[src/hdl/mse_pkg.sv]
package mse_pkg;

    localparam int DATA_W           = 32;
    localparam int MAX_ELEMENTS_DEF = 64;

    typedef struct packed {
        logic signed [DATA_W-1:0] value;
        logic                     last;
    } s_payload_t;

    typedef struct packed {
        logic signed [DATA_W-1:0] sorted_value;
        logic                     final_res;
        logic                     dropped;
    } m_payload_t;

    // One slot of data moving between neighboring cells
    typedef struct packed {
        logic                     valid;
        logic signed [DATA_W-1:0] data;
    } mse_link_t;

    typedef enum logic [1:0] {
        ST_LOAD,
        ST_SETTLE,
        ST_UNLOAD
    } mse_state_t;

endpackage

[src/hdl/mse_cell.sv]
module mse_cell (
    input  logic              clk,
    input  logic              rst_n,
    input  logic              shift_en,
    input  mse_pkg::mse_link_t left_in,
    input  mse_pkg::mse_link_t right_hold,
    output mse_pkg::mse_link_t pass_out,
    output mse_pkg::mse_link_t hold_out
);
    import mse_pkg::*;

    logic                     full_reg, full_next;
    logic signed [DATA_W-1:0] value_reg, value_next;
    logic                     pass_valid_reg, pass_valid_next;
    logic signed [DATA_W-1:0] pass_data_reg, pass_data_next;

    always_comb begin
        full_next       = full_reg;
        value_next      = value_reg;
        pass_valid_next = 1'b0;
        pass_data_next  = pass_data_reg;
        if (shift_en) begin
            // take the neighbor's element, the row moves toward the output
            value_next = right_hold.data;
            full_next  = right_hold.valid;
        end else if (left_in.valid) begin
            if (!full_reg) begin
                value_next = left_in.data;
                full_next  = 1'b1;
            end else if (left_in.data < value_reg) begin
                // keep the smaller one, hand the displaced element on
                value_next      = left_in.data;
                pass_valid_next = 1'b1;
                pass_data_next  = value_reg;
            end else begin
                pass_valid_next = 1'b1;
                pass_data_next  = left_in.data;
            end
        end
    end

    always_ff @(posedge clk) begin
        if (!rst_n) begin
            full_reg       <= 1'b0;
            pass_valid_reg <= 1'b0;
        end else begin
            full_reg       <= full_next;
            pass_valid_reg <= pass_valid_next;
        end
        value_reg     <= value_next;
        pass_data_reg <= pass_data_next;
    end

    assign pass_out.valid = pass_valid_reg;
    assign pass_out.data  = pass_data_reg;
    assign hold_out.valid = full_reg;
    assign hold_out.data  = value_reg;

endmodule

[config.mk]
export PLATFORM = sky130hd
export DESIGN_NAME = mse_cell
export DESIGN_NICKNAME = d
export VERILOG_FILES = /design/src/hdl/mse_pkg.sv /design/src/hdl/mse_cell.sv
export SDC_FILE = /design/constraint.sdc
export NUM_CORES = 1
export LEC_CHECK = 0
export BUFFER_PORTS_ARGS = -buffer_cell sky130_fd_sc_hd__buf_2
export CAP_MARGIN = 15
export CORE_MARGIN = 2
export CORE_UTILIZATION = 25
export CTS_CLUSTER_SIZE = 25
export DETAILED_ROUTE_END_ITERATION = 8
export SYNTH_ARGS = -nofsm -noshare
export SYNTH_HDL_FRONTEND = slang
export SYNTH_SLANG_ARGS = --single-unit
[constraint.sdc]
create_clock -name clk -period 4.6 [get_ports clk]
set_input_delay 0 -clock clk [delete_from_list [all_inputs] [get_ports clk]]
set_output_delay 0 -clock clk [all_outputs]
set_load 0.005 [all_outputs]
==> flow_summary_export.csv <==
group,metric,value,unit
logic_synthesis,netlist_instances,258,
floorplanning,die-area,15360,sq um
critical_path,crit_slowest_cell,"o22a_2",
grt,grt_max_degree,37,
critical_path,path_buf_inv,1,
run,drv_cap,0,
grt,grt_antenna_before_repair,0,
grt,grt_usage,0.1279,
grt,grt_pass1_wl,14430,microns
logic_synthesis,synth_edf_count,64,
logic_synthesis,ys_seq_elements,66,
critical_path,critPathMaxStageDelay,0.77,ns
logic_synthesis,synth.largest_area_cell,"edfxtp_1",
clock_network,h-tree-depth,3,
min_path,hp-class,"in -> reg",
clock_network,cts_resized,0,
critical_path,regToRegSetupSlack,1.34,ns
floorplanning,io_pins,135,
critical_path,crit_family,"compound AO/OA/AOI/OAI gates",
logic_synthesis,synth_area_per_cell,13.94,sq um
pwr,p_leak,2.332,nW
final_layout,final_cell_area,5298,sq um
final_layout,num-nets-final,553,
logic_synthesis,synth_area,3597,sq um
logic_synthesis,netlist-cell-type-count,30,
sta,hold_viol,0,
grt,use_met2,0.2095,
critical_path,cp_data_arrival_time,3.22,ns
floorplanning,die_h,124.0,microns
pwr,vdd_drop_max,0.1574,mV
pwr,power.density,330.1,nW/um^2
critical_path,endpoint_kind,"flip-flop",
sta,fin_skew,0.006583,ns
grt,met1_usage,0.1579,
critical_path,cp_max_fo,32,
grt,grt_overflow,0,
floorplanning,start_util,0.2572,
floorplanning,die_x,124.0,microns
clock_network,post_cts_buffers,0,
route,drcViolationCount,0,
clock_network,root_buffer,"clkbuf_16",
sta,max_freq,0.3065,GHz
grt,grt_pass1_vias,2806,
pwr,power,0.001749,W
sta,slew_headroom,0.3939,
placed_design,gp_congestion,0.7039,
route,dr_total_vias,2738,
sta,rsz0062_at_grt,"false",
grt,grtUsageMet3,0.03892,
logic_synthesis,syn_nets,358,
final_layout,n_antenna_cell,0,
sta,finalSetupTns,0,ns
critical_path,cp_cell_sequence,"inv_1, ha_1, a211o_1, a31oi_1, o221ai_1, a211o_1, a211oi_4, o22a_2",
placed_design,io_buffers,134,
logic_synthesis,synth.yosys.seq_area_share,0.5454,
route,finalWirelength,9546,microns
floorplanning,rows,43,
final_layout,instances_no_fill,638,
clock_network,cts_tree,"done",
clock_network,clock_latency,0.33,ns
route,dr.pass1.iters,4,
logic_synthesis,yosysTopAreaCellShare,0.5343,
sta,setup_viol,0,
sta,tightest_slew,0.9091,ns
placed_design,dpl_cell_area,4446,sq um
clock_network,cts_buffers,9,
final_layout,multi_input_area,1456,sq um
grt,grt.busiest_layer,"met2",
sta,finalCriticalPeriod,3.263,ns
placed_design,placedCellCount,564,
clock_network,clk_pin_slew,0.05,ns
logic_synthesis,synth_ff_type,"edfxtp_1",
placed_design,dpl.hpwl,6397,microns
route,drt_iter0_markers,100,
route,routed_via_density,4.292,
logic_synthesis,async_flop_share,0,
logic_synthesis,yosysMostFrequentCell,"edfxtp_1",
final_layout,fillers,1369,
critical_path,cp.required,4.56,ns
critical_path,critPathKind,"reg -> reg",
critical_path,cpMostUsedCell,"a211o_1",
sta,post-route-period-util,0.7093,
route,postRouteAntennaNets,0,
logic_synthesis,yosysWarnings,0,
critical_path,start_kind,"flip-flop",
clock_network,clockBufferDepth,2,
final_layout,layout-drive-gt1-share,0.4651,
sta,fin_hold_ws,0.008262,ns
outcome,outcome,"completed",
final_layout,syn2layout_area_growth,47.27,%
clock_network,numClockSinks,66,
logic_synthesis,netlist_top_cells_count,"64 x edfxtp_1, 62 x mux2_2, 33 x inv_1, 31 x ha_1, 12 x a21oi_1",
final_layout,regArea,1962,sq um
logic_synthesis,ys_top_cells_by_area,"edfxtp_1 53%, mux2_2 19%, ha_1 11%",
sta,slew_violations,0,
floorplanning,core-area,13990,sq um
route,wl_per_cell,14.96,microns
-- kinds of logic after synthesis --
kind of cell	share of synthesized area
flops	0.5454
buf+inv	0.05217
mux	0.2003
compound gates	0.05531
fa+ha+maj	0.1078
simple gates	0.03896
-- layer usage --
| layer | up-vias | share of wire |
|---|---|---|
| li1 | 1359 | - |
| met3 | 9 | 0.059 |
| met4 | 0 | 0.018 |
| met1 | 1284 | 0.45 |
| met2 | 86 | 0.47 |
| met5 | - | 0 |
-- stage by stage --
step | util | setup WS, ns
finish | 0.3787 | 1.337
global route | 0.3787 | 1.158
CTS | 0.3767 | 1.293
detailed placement | 0.3178 | 1.307
global placement | 0.3178 | 1.396
floorplan | - | 1.291
-- what timing repair did --
item | 4_1_cts | 5_1_grt
hold endpoints to repair | 47 | 0
hold buffers | 57 | 0
endpoints found under the setup margin | 0 | 0
-- where the power goes --
part / total [W] / leakage, nW / internal [W] / switching (W)
Sequential: 0.000752 / 0.631 / 0.000727 / 0.0000248
Combinational: 0.000389 / 1.58 / 0.000212 / 0.000177
Clock: 0.000608 / 0.126 / 0.000357 / 0.000251
Total: 0.00175 / 2.33 / 0.00130 / 0.000453
-- worst paths after layout --
path,endpoint,cells after the start,from
worst min-delay path,pass_data_reg[24],2,left_in[24]
worst max-delay path,value_reg[5],8,value_reg[2]
worst max register to register,value_reg[5],8,value_reg[2]
worst min register to register,pass_data_reg[25],1,value_reg[25]
-- layout make-up --
type / instances / area share
clock buffer: 11 / 0.04393
multi-input combinational: 150 / 0.2749
timing repair buffer: 193 / 0.2409
sequential: 66 / 0.3703
clock inverter: 5 / 0.004015
tap: 180 / 0.04251
inverter: 33 / 0.02338
-- layout by cell type, fill, tap and decap left out, drive strengths merged --
cell         instances
buf                136
edfxtp              64
mux2                64
dlygate4sd3         57
inv                 33
ha                  31
a21oi               12
clkbuf              11
nand2                7
nor2                 5
clkinv               5
nand2b               3
nand4                3
nand3                3
o21ai                3
and2                 3
a211o                2
a21o                 2
and4                 2
dfxtp                2
a211oi               2
or3                  1
a31oi                1
o221ai               1
a221oi               1
a221o                1
o22ai                1
o22a                 1
o311a                1
(Power assumes the default switching activity.)
